<file path="src/rtl/prtsp_pkg.sv">
// ----------------------------------------------------------------------------
// prtsp_pkg
// Shared types, constants and the speed factor table for the replay pacer.
// ----------------------------------------------------------------------------
`default_nettype none

package prtsp_pkg;

   localparam int unsigned TIME_BITS_DEFAULT = 48;
   localparam int unsigned FIELD_BITS        = 48;
   localparam int unsigned SLACK_BITS        = 20;
   localparam int unsigned ELAPSED_BITS      = 20;
   localparam int unsigned CMD_BITS          = 2;
   localparam int unsigned SPEED_BITS        = 8;
   localparam int unsigned CODE_BITS         = 7;
   localparam int unsigned FACTOR_BITS       = 11;
   localparam int unsigned CSR_INDEX_BITS    = 2;
   localparam int unsigned CSR_DATA_BITS     = 20;
   localparam int unsigned BASE_FACTOR       = 100;
   localparam int unsigned DIR_BIT           = 7;

   localparam logic [63:0] FIELD_MAX = 64'hFFFF_FFFF_FFFF;

   localparam logic [CMD_BITS-1:0] CMD_TICK   = 2'd0;
   localparam logic [CMD_BITS-1:0] CMD_OFFER  = 2'd1;
   localparam logic [CMD_BITS-1:0] CMD_RESYNC = 2'd2;

   localparam logic [CSR_INDEX_BITS-1:0] CSR_SPEED_CODE    = 2'd0;
   localparam logic [CSR_INDEX_BITS-1:0] CSR_PACING_ENABLE = 2'd1;
   localparam logic [CSR_INDEX_BITS-1:0] CSR_PAUSE_MODE    = 2'd2;
   localparam logic [CSR_INDEX_BITS-1:0] CSR_RELEASE_SLACK = 2'd3;

   localparam logic [SPEED_BITS-1:0] SPEED_CODE_RESET = 8'h80;

   typedef enum logic [2:0] {
      ST_IDLE,
      ST_GAP,
      ST_MULDIV,
      ST_SUM,
      ST_DECIDE,
      ST_DONE
   } pacer_state_type;

   typedef enum logic [1:0] {
      MD_IDLE,
      MD_MUL,
      MD_DIV
   } muldiv_state_type;

   typedef struct packed {
      logic                   start;
      logic [FACTOR_BITS-1:0] mult;
      logic [FACTOR_BITS-1:0] divisor;
   } muldiv_req_type;

   typedef logic [FACTOR_BITS-1:0] factor_table_type [2**CODE_BITS];

   // f = 100 + round(k^1.5)
   function automatic factor_table_type build_factor_table();
      factor_table_type tbl;
      int cube;
      int n;
      for (int k = 0; k < 2**CODE_BITS; k++) begin
         cube = k * k * k;
         n = 0;
         while ((n + 1) * (n + 1) <= cube) begin
            n++;
         end
         if (cube - n * n > n) begin
            n++;
         end
         tbl[k] = FACTOR_BITS'(BASE_FACTOR + n);
      end
      return tbl;
   endfunction

   localparam factor_table_type FACTOR_TABLE = build_factor_table();

endpackage

`default_nettype wire

</file>
<file path="src/rtl/prtsp_muldiv.sv">
// ----------------------------------------------------------------------------
// prtsp_muldiv
// Bit-serial multiply of the gap by a small factor, then restoring division
// of the product by a small divisor, both through one shift register.
// ----------------------------------------------------------------------------
`default_nettype none

module prtsp_muldiv #(
   parameter int unsigned GAP_BITS = prtsp_pkg::TIME_BITS_DEFAULT
) (
   input  logic                                        clock,
   input  logic                                        reset,
   input  prtsp_pkg::muldiv_req_type                   req,
   input  logic [GAP_BITS-1:0]                         gap,
   output logic                                        done,
   output logic [GAP_BITS+prtsp_pkg::FACTOR_BITS-1:0]  quotient
);
   import prtsp_pkg::*;

   localparam int unsigned PROD_BITS = GAP_BITS + FACTOR_BITS;
   localparam int unsigned CNT_BITS  = $clog2(PROD_BITS);

   muldiv_state_type       state_ff, state_in;
   logic [PROD_BITS-1:0]   sh_ff, sh_in;
   logic [FACTOR_BITS-1:0] acc_ff, acc_in;
   logic [FACTOR_BITS-1:0] rem_ff, rem_in;
   logic [FACTOR_BITS-1:0] mult_ff, mult_in;
   logic [FACTOR_BITS-1:0] div_ff, div_in;
   logic [CNT_BITS-1:0]    cnt_ff, cnt_in;
   logic                   done_ff, done_in;

   logic                   mul_bit;
   logic [FACTOR_BITS:0]   mul_sum;
   logic [FACTOR_BITS:0]   div_part;
   logic [FACTOR_BITS:0]   div_diff;
   logic                   div_ge;
   logic                   cnt_last;

   assign mul_bit  = sh_ff[0] & (cnt_ff < CNT_BITS'(GAP_BITS));
   assign mul_sum  = {1'b0, acc_ff} + (mul_bit ? {1'b0, mult_ff} : '0);
   assign div_part = {rem_ff, sh_ff[PROD_BITS-1]};
   assign div_diff = div_part - {1'b0, div_ff};
   assign div_ge   = div_part >= {1'b0, div_ff};
   assign cnt_last = cnt_ff == CNT_BITS'(PROD_BITS - 1);

   always_ff @(posedge clock) begin
      if (reset) begin
         state_ff <= MD_IDLE;
         done_ff  <= 1'b0;
      end else begin
         state_ff <= state_in;
         done_ff  <= done_in;
      end
   end

   always_ff @(posedge clock) begin
      sh_ff   <= sh_in;
      acc_ff  <= acc_in;
      rem_ff  <= rem_in;
      mult_ff <= mult_in;
      div_ff  <= div_in;
      cnt_ff  <= cnt_in;
   end

   always_comb begin
      state_in = state_ff;
      sh_in    = sh_ff;
      acc_in   = acc_ff;
      rem_in   = rem_ff;
      mult_in  = mult_ff;
      div_in   = div_ff;
      cnt_in   = cnt_ff;
      done_in  = 1'b0;
      unique case (state_ff)
         MD_IDLE: begin
            if (req.start) begin
               sh_in    = PROD_BITS'(gap);
               acc_in   = '0;
               mult_in  = req.mult;
               div_in   = req.divisor;
               cnt_in   = '0;
               state_in = MD_MUL;
            end
         end
         MD_MUL: begin
            sh_in  = {mul_sum[0], sh_ff[PROD_BITS-1:1]};
            acc_in = mul_sum[FACTOR_BITS:1];
            cnt_in = cnt_ff + 1'b1;
            if (cnt_last) begin
               cnt_in   = '0;
               rem_in   = '0;
               state_in = MD_DIV;
            end
         end
         MD_DIV: begin
            sh_in  = {sh_ff[PROD_BITS-2:0], div_ge};
            rem_in = div_ge ? div_diff[FACTOR_BITS-1:0] : div_part[FACTOR_BITS-1:0];
            cnt_in = cnt_ff + 1'b1;
            if (cnt_last) begin
               cnt_in   = '0;
               done_in  = 1'b1;
               state_in = MD_IDLE;
            end
         end
         default: begin
            state_in = MD_IDLE;
         end
      endcase
   end

   assign done     = done_ff;
   assign quotient = sh_ff;

endmodule

`default_nettype wire

</file>
<file path="src/rtl/packet_replay_time_scaler_pacer.sv">
// ----------------------------------------------------------------------------
// packet_replay_time_scaler_pacer
// Paces replay of captured packets against a scaled replay clock.
//
//   channel | direction | handshake             | payload
//   req     | in        | req_valid / req_ready | cmd, timestamp_us, elapsed_us
//   rsp     | out       | rsp_valid / rsp_ready | release_res, scaled_time_us, wait_us
//   csr     | in        | csr_valid / csr_ready | csr_index, csr_data
//
// Tick, resync, unused and rebasing offer requests: the result goes straight
// to the work registers and from there to the output register. Paced offers
// first pass through the bit-serial multiply and divide, each one bit per cycle over TIME_BITS + 11.
// One request at a time; the next is taken while the last result waits in
// the output register. csr_ready is always high. Reset is synchronous and
// brings back the register defaults and an unstarted replay clock.
// ----------------------------------------------------------------------------
`default_nettype none

module packet_replay_time_scaler_pacer #(
   parameter int unsigned TIME_BITS = prtsp_pkg::TIME_BITS_DEFAULT
) (
   input  logic                                   clock,
   input  logic                                   reset,
   input  logic                                   req_valid,
   output logic                                   req_ready,
   input  logic [prtsp_pkg::CMD_BITS-1:0]         req_cmd,
   input  logic [prtsp_pkg::FIELD_BITS-1:0]       req_timestamp_us,
   input  logic [prtsp_pkg::ELAPSED_BITS-1:0]     req_elapsed_us,
   output logic                                   rsp_valid,
   input  logic                                   rsp_ready,
   output logic                                   rsp_release_res,
   output logic [prtsp_pkg::FIELD_BITS-1:0]       rsp_scaled_time_us,
   output logic [prtsp_pkg::FIELD_BITS-1:0]       rsp_wait_us,
   input  logic                                   csr_valid,
   output logic                                   csr_ready,
   input  logic [prtsp_pkg::CSR_INDEX_BITS-1:0]   csr_index,
   input  logic [prtsp_pkg::CSR_DATA_BITS-1:0]    csr_data
);
   import prtsp_pkg::*;

   localparam int unsigned PROD_BITS = TIME_BITS + FACTOR_BITS;

   // configuration
   logic [SPEED_BITS-1:0] speed_code_ff;
   logic                  pacing_enable_ff;
   logic                  pause_mode_ff;
   logic [SLACK_BITS-1:0] slack_ff;

   // pacer state
   pacer_state_type       state_ff, state_in;
   logic [TIME_BITS-1:0]  last_capture_ff, last_capture_in;
   logic [TIME_BITS-1:0]  last_scaled_ff, last_scaled_in;
   logic [TIME_BITS-1:0]  replay_clock_ff, replay_clock_in;
   logic                  started_ff, started_in;
   logic                  resync_ff, resync_in;

   // work registers
   logic [TIME_BITS-1:0]  ts_ff, ts_in;
   logic [TIME_BITS-1:0]  tp_ff, tp_in;
   logic [TIME_BITS:0]    limit_ff, limit_in;
   logic                  res_release_ff, res_release_in;
   logic [FIELD_BITS-1:0] res_scaled_ff, res_scaled_in;
   logic [FIELD_BITS-1:0] res_wait_ff, res_wait_in;

   // output register
   logic                  rsp_valid_ff, rsp_valid_in;
   logic                  rsp_release_ff, rsp_release_in;
   logic [FIELD_BITS-1:0] rsp_scaled_ff, rsp_scaled_in;
   logic [FIELD_BITS-1:0] rsp_wait_ff, rsp_wait_in;

   logic                  req_take;
   logic [TIME_BITS-1:0]  ts_w;
   logic [TIME_BITS:0]    clock_sum;
   logic [TIME_BITS-1:0]  gap_w;
   logic [FACTOR_BITS-1:0] factor_w;
   logic [PROD_BITS:0]    scaled_sum;
   logic                  due_w;
   logic                  rel_w;
   logic [TIME_BITS-1:0]  over_w;
   logic [TIME_BITS-1:0]  wait_w;
   logic                  out_load;

   muldiv_req_type        md_req;
   logic                  md_done;
   logic [PROD_BITS-1:0]  md_quot;

   prtsp_muldiv #(
      .GAP_BITS (TIME_BITS)
   ) u_muldiv (
      .clock    (clock),
      .reset    (reset),
      .req      (md_req),
      .gap      (gap_w),
      .done     (md_done),
      .quotient (md_quot)
   );

   assign csr_ready = 1'b1;

   always_ff @(posedge clock) begin
      if (reset) begin
         speed_code_ff    <= SPEED_CODE_RESET;
         pacing_enable_ff <= 1'b1;
         pause_mode_ff    <= 1'b0;
         slack_ff         <= '0;
      end else if (csr_valid) begin
         unique case (csr_index)
            CSR_SPEED_CODE:    speed_code_ff    <= csr_data[SPEED_BITS-1:0];
            CSR_PACING_ENABLE: pacing_enable_ff <= csr_data[0];
            CSR_PAUSE_MODE:    pause_mode_ff    <= csr_data[0];
            CSR_RELEASE_SLACK: slack_ff         <= csr_data[SLACK_BITS-1:0];
            default: begin
            end
         endcase
      end
   end

   always_ff @(posedge clock) begin
      if (reset) begin
         state_ff        <= ST_IDLE;
         last_capture_ff <= '0;
         last_scaled_ff  <= '0;
         replay_clock_ff <= '0;
         started_ff      <= 1'b0;
         resync_ff       <= 1'b0;
         rsp_valid_ff    <= 1'b0;
      end else begin
         state_ff        <= state_in;
         last_capture_ff <= last_capture_in;
         last_scaled_ff  <= last_scaled_in;
         replay_clock_ff <= replay_clock_in;
         started_ff      <= started_in;
         resync_ff       <= resync_in;
         rsp_valid_ff    <= rsp_valid_in;
      end
   end

   always_ff @(posedge clock) begin
      ts_ff          <= ts_in;
      tp_ff          <= tp_in;
      limit_ff       <= limit_in;
      res_release_ff <= res_release_in;
      res_scaled_ff  <= res_scaled_in;
      res_wait_ff    <= res_wait_in;
      rsp_release_ff <= rsp_release_in;
      rsp_scaled_ff  <= rsp_scaled_in;
      rsp_wait_ff    <= rsp_wait_in;
   end

   assign req_ready = state_ff == ST_IDLE;
   assign req_take  = req_valid && req_ready;
   assign ts_w      = TIME_BITS'(req_timestamp_us);
   assign clock_sum = {1'b0, replay_clock_ff} + (TIME_BITS + 1)'(req_elapsed_us);
   assign gap_w     = (ts_ff > last_capture_ff) ? (ts_ff - last_capture_ff) : '0;
   assign factor_w  = FACTOR_TABLE[speed_code_ff[CODE_BITS-1:0]];
   assign scaled_sum = {1'b0, md_quot} + (PROD_BITS + 1)'(last_scaled_ff);
   assign due_w     = (TIME_BITS + 1)'(tp_ff) <= limit_ff;
   assign rel_w     = !pacing_enable_ff || (!pause_mode_ff && due_w);
   assign over_w    = TIME_BITS'((TIME_BITS + 1)'(tp_ff) - limit_ff);
   assign wait_w    = (rel_w || due_w) ? '0 : over_w;
   assign out_load  = (state_ff == ST_DONE) && (!rsp_valid_ff || rsp_ready);

   always_comb begin
      state_in        = state_ff;
      last_capture_in = last_capture_ff;
      last_scaled_in  = last_scaled_ff;
      replay_clock_in = replay_clock_ff;
      started_in      = started_ff;
      resync_in       = resync_ff;
      ts_in           = ts_ff;
      tp_in           = tp_ff;
      limit_in        = limit_ff;
      res_release_in  = res_release_ff;
      res_scaled_in   = res_scaled_ff;
      res_wait_in     = res_wait_ff;
      md_req.start    = 1'b0;
      md_req.mult     = factor_w;
      md_req.divisor  = FACTOR_BITS'(BASE_FACTOR);
      if (!speed_code_ff[DIR_BIT]) begin
         md_req.mult    = FACTOR_BITS'(BASE_FACTOR);
         md_req.divisor = factor_w;
      end
      unique case (state_ff)
         ST_IDLE: begin
            if (req_take) begin
               ts_in          = ts_w;
               res_release_in = 1'b0;
               res_scaled_in  = '0;
               res_wait_in    = '0;
               state_in       = ST_DONE;
               unique case (req_cmd)
                  CMD_TICK: begin
                     if (started_ff && !pause_mode_ff) begin
                        replay_clock_in = clock_sum[TIME_BITS] ? '1
                                                               : clock_sum[TIME_BITS-1:0];
                     end
                  end
                  CMD_RESYNC: begin
                     resync_in = 1'b1;
                  end
                  CMD_OFFER: begin
                     if (!started_ff || resync_ff) begin
                        last_capture_in = ts_w;
                        last_scaled_in  = ts_w;
                        replay_clock_in = ts_w;
                        started_in      = 1'b1;
                        resync_in       = 1'b0;
                        res_release_in  = 1'b1;
                        res_scaled_in   = FIELD_BITS'(ts_w);
                     end else begin
                        state_in = ST_GAP;
                     end
                  end
                  default: begin
                  end
               endcase
            end
         end
         ST_GAP: begin
            md_req.start = 1'b1;
            state_in     = ST_MULDIV;
         end
         ST_MULDIV: begin
            if (md_done) begin
               state_in = ST_SUM;
            end
         end
         ST_SUM: begin
            tp_in    = (|scaled_sum[PROD_BITS:TIME_BITS]) ? '1
                                                          : scaled_sum[TIME_BITS-1:0];
            limit_in = {1'b0, replay_clock_ff} + (TIME_BITS + 1)'(slack_ff);
            state_in = ST_DECIDE;
         end
         ST_DECIDE: begin
            res_release_in = rel_w;
            res_scaled_in  = FIELD_BITS'(tp_ff);
            res_wait_in    = (wait_w > TIME_BITS'(FIELD_MAX)) ? '1 : FIELD_BITS'(wait_w);
            if (rel_w) begin
               last_capture_in = ts_ff;
               last_scaled_in  = tp_ff;
            end
            state_in = ST_DONE;
         end
         ST_DONE: begin
            if (out_load) begin
               state_in = ST_IDLE;
            end
         end
         default: begin
            state_in = ST_IDLE;
         end
      endcase
   end

   always_comb begin
      rsp_valid_in   = rsp_valid_ff && !rsp_ready;
      rsp_release_in = rsp_release_ff;
      rsp_scaled_in  = rsp_scaled_ff;
      rsp_wait_in    = rsp_wait_ff;
      if (out_load) begin
         rsp_valid_in   = 1'b1;
         rsp_release_in = res_release_ff;
         rsp_scaled_in  = res_scaled_ff;
         rsp_wait_in    = res_wait_ff;
      end
   end

   assign rsp_valid          = rsp_valid_ff;
   assign rsp_release_res    = rsp_release_ff;
   assign rsp_scaled_time_us = rsp_scaled_ff;
   assign rsp_wait_us        = rsp_wait_ff;

endmodule

`default_nettype wire
</file>
<file path="config.mk">
export PLATFORM = sky130hd
export DESIGN_NAME = packet_replay_time_scaler_pacer
export DESIGN_NICKNAME = d
export VERILOG_FILES = /design/src/rtl/prtsp_pkg.sv /design/src/rtl/prtsp_muldiv.sv /design/src/rtl/packet_replay_time_scaler_pacer.sv
export SDC_FILE = /design/constraint.sdc
export NUM_CORES = 2
export LEC_CHECK = 0
export ABC_AREA = 1
export BUFFER_PORTS_ARGS = -buffer_cell sky130_fd_sc_hd__buf_2
export CAP_MARGIN = 10
export CORE_ASPECT_RATIO = 0.75
export CORE_MARGIN = 2
export CORE_UTILIZATION = 40
export CTS_CLUSTER_SIZE = 8
export DETAILED_ROUTE_END_ITERATION = 12
export PLACE_DENSITY = 0.66
export SLEW_MARGIN = 25
export SYNTH_ARGS = -nofsm -noshare
export SYNTH_HDL_FRONTEND = slang
export SYNTH_SLANG_ARGS = --single-unit
</file>
<file path="constraint.sdc">
create_clock -name clock -period 11.9 [get_ports clock]
set_clock_uncertainty 0.05 [all_clocks]
set_input_delay 0.595 -clock clock [delete_from_list [all_inputs] [get_ports clock]]
set_output_delay 0.595 -clock clock [all_outputs]
set_load 0.01 [all_outputs]
</file>
==> flow_summary.ini <==
[outcome]
run_status = finished, final reports clean

[min_path]
min_path_type = in -> reg
hold_start = req_timestamp_us[23]
hold_path_depth = 1
worstHoldEndpoint = ts_ff[23]

[yosys]
synthesis.instances = 5679
syn-mean-instance-area_um2 = 7.366
dominantRegCellSynth = edfxtp_1
count_of_warnings_emitted_by_yosys = 0
synth_edf_count = 448
seq_area_frac_synth_pct = 40.92
netlist-cell-type-count = 63
synth_seq_cells = 631
async_reset_ff_share_pct = 0
syn-num-nets = 6006
post_synth_instance_area_mm2 = 0.04183

[critical_path]
worst-r2r-setup-slack_ns = 7.46
cp-start-kind = register
worst-endpoint-arrival_ns = 4.97
ff2ff_path_depth = 15
timing.rr.start = tp_ff[20]
timing.setup.critical_path_class = reg -> reg
cp_max_fo = 112
critical_path.endpoint_type = register
cp_data_required_time_ns = 12.43
critical_path.reg2reg.endpoint = last_scaled_ff[6]
startpoint_of_the_most_critical_setup_path = tp_ff[20]

[final_layout]
multiInputGateArea_mm2 = 0.02095
fin_nets = 6165
final-seq-area_mm2 = 0.01712
areaGrowthSynthToFinish_pct = 11.74
final_util_pct = 45.16
final_cells = 7306
filler_cell_count = 10534
post_route_cells_drive_above_1_share_pct = 7.188

[clock_network]
clk_latency_ns = 0.72
post_cts_buffers = 0
clkSinkCount = 631
cts_inserted_buffers = 89
cts.root.buffer_cell = clkbuf_16
clkSlewWorstSetupHoldPaths_ns = 0.05
tritoncts = done
cts_resized = 0
cts_hold_repair.buffers = 0
cts_buffer_depth = 3
htreeDepth = 3

[placement]
gp_routability_congestion = 1.036
dp.final_hpwl_um = 132600
cell_count_after_placement = 7151
port-buffer-count = 195

[die]
die_h_um = 284.1
core.rowCount = 102
core_region_area_mm2 = 0.1035
fp.dieArea_mm2 = 0.1072
floorplan.die.width_um = 377.4
start_util_pct = 40.42
num_io_pins = 197

[detailed_routing]
detailroute.via_count = 39872
detail_route.wl_per_cell_um = 22.60
drc = 0
drt_iter0_markers = 5091
firstDrtPassIters = 8
postRouteWirelength_um = 165100
via_per_inst = 5.457
ant_nets = 0

[sta]
min_period_ns = 4.444
final.period_utilization_pct = 37.34
fmax_ghz = 0.2250
setup_viol = 0
timing_worst_slew_pin_value_ns = 1.237
hold_viol = 0
max-slew-margin-rel_pct = 16.95
grt_setup_unrepaired = no
finalSetupTns_ns = 0
final_max_slew_viol_count = 0

[power_and_ir_drop]
cellPowerDensity_mw_per_mm2 = 246.9
vdd_ir_drop_max_mv = 0.1555
power.static_leakage_nw = 20.78

[global_routing]
sum_of_overflow_across_all_layers_after_global_routing = 0
grt_antenna_before_repair = 8
grtUsageTotal_pct = 29.98
number_of_global_route_vias_before_repair = 35924
grt_pass1_wl_um = 237500
maximum_number_of_pins_on_one_net_before_global_route_repair = 113

[flow_run]
max_cap_violations = 0
[per-layer routing]
layer	wire, um	vias to the layer above	GRT usage (%)
li1	-	18866	-
met1	75200	18818	45.35
met2	65360	1985	41.38
met3	20650	201	8.755
met4	3871	2	6.930
met5	11	-	0
[flip-flops by register name, indices dropped and copies added (netlist names), 48 cells and up]
register / flops
last_capture_ff: 48
last_scaled_ff: 48
rsp_wait_us: 48
tp_ff: 48
ts_ff: 48
limit_ff: 49
res_wait_ff: 48
res_scaled_ff: 48
rsp_scaled_time_us: 48
u_muldiv.quotient: 59
replay_clock_ff: 48
[how the worst max path moves through the flow]
stage                               endpoint  cells past startpoint
after floorplan                  limit_ff[0]                      2
after global placement    last_scaled_ff[15]                     16
after detailed placement   last_scaled_ff[6]                     16
after CTS                 last_scaled_ff[10]                     16
after global routing      last_scaled_ff[10]                     16
final                      last_scaled_ff[6]                     15
[metrics by stage]
step / cell area (um^2) / hold slack, ns / power, W / setup WS, ns
after floorplan: 41830 / 0.3503 / 0.006986 / 4.150
after global placement: 44110 / 0.3523 / 0.008948 / 7.404
after detailed placement: 44120 / 0.3545 / 0.008969 / 7.297
after CTS: 46710 / 0.05393 / 0.01141 / 7.293
after global routing: 46740 / 0.06366 / 0.01214 / 7.096
final: 46740 / 0.09695 / 0.01154 / 7.456
[cells in the mapped netlist (3+ instances only)]
library cell / count / share of area (%)
nand2_2: 5 / 0.075
nand3_2: 23 / 0.55
xnor2_1: 72 / 1.5
a31oi_1: 37 / 0.55
ha_1: 223 / 6.7
a21oi_1: 390 / 4.7
nand3_1: 199 / 2.4
clkinv_1: 4 / 0.036
o211ai_1: 13 / 0.23
dfxtp_1: 183 / 8.8
nor2_1: 764 / 6.9
buf_1: 6 / 0.054
a22oi_1: 4 / 0.072
a21o_1: 27 / 0.48
o21a_1: 15 / 0.27
a211oi_1: 7 / 0.13
a221oi_1: 3 / 0.063
xor2_1: 109 / 2.3
and2_1: 5 / 0.075
or2_2: 9 / 0.13
nand3b_1: 8 / 0.14
o21ai_0: 306 / 3.7
buf_4: 14 / 0.25
nor2_2: 17 / 0.25
inv_2: 13 / 0.12
o21bai_1: 22 / 0.39
o22ai_1: 98 / 1.5
edfxtp_1: 448 / 32
o311ai_0: 3 / 0.063
fa_1: 7 / 0.33
buf_6: 6 / 0.16
nor3_1: 50 / 0.60
nor3_2: 7 / 0.17
nand2_1: 1489 / 13
o221ai_1: 5 / 0.10
o21ai_1: 21 / 0.25
o31ai_1: 8 / 0.14
nand4_1: 43 / 0.64
o21ai_2: 11 / 0.23
nor4_1: 21 / 0.31
and3_1: 4 / 0.060
a21boi_0: 11 / 0.20
clkbuf_1: 102 / 0.92
buf_2: 20 / 0.24
inv_1: 825 / 7.4
[cell families (layout without fill, tap and decap cells)]
logic type                 Yosys count  after routing  share of synthesized area (%)
and+or+nand+nor                   2651           2651                          25.79
buffers and inverters              993           1213                          9.260
AOI/OAI and AO/OA                  992            992                          13.24
DFF                                631            631                          40.92
adders and majority gates          230            230                          7.005
xor gates and xnor gates           181            181                          3.790
other                                1              4                       0.008964
[power by group]
| part | total, W | internal (W) | switching, W |
|---|---|---|---|
| Clock | 0.00241 | 0.00140 | 0.00102 |
| Sequential | 0.00372 | 0.00328 | 0.000435 |
| Combinational | 0.00541 | 0.00144 | 0.00397 |
| Total | 0.0115 | 0.00612 | 0.00542 |
[critical path, stage by stage, from the launching register on]
cell and delay [ns]:
edfxtp_1 0.41, ha_1 0.38, nand2_1 0.11, o21ai_0 0.41, a21oi_1 0.15, nor2_1 0.15, nor2_1 0.09, nor2b_1 0.14
nand2_1 0.07, nand2_2 0.44, nand3_4 0.19, buf_6 0.62, buf_4 0.74, nand2_1 0.12, nand2_1 0.10, nor2_1 0.06
[layout make-up]
| type | instances | share of cell area [%] |
|---|---|---|
| clock inverters | 9 | 0.3453 |
| clock buffers | 143 | 5.198 |
| inverters | 842 | 6.772 |
| well taps | 1404 | 3.758 |
| repair buffers | 219 | 2.481 |
| diodes | 3 | 0.01606 |
| flip-flops and latches | 631 | 36.62 |
| multi-input cells | 4055 | 44.81 |
[cell usage in the layout (no fill, tap or decap), drive strengths merged, types with 98 or more instances in the layout]
cell type,n
nor2,781
a21oi,391
buf,219
o21ai,339
o22ai,98
inv,840
clkbuf,143
nand3,222
edfxtp,448
xor2,109
ha,223
nand2,1495
dfxtp,183
No activity file was read; power rests on OpenSTA's default activity.
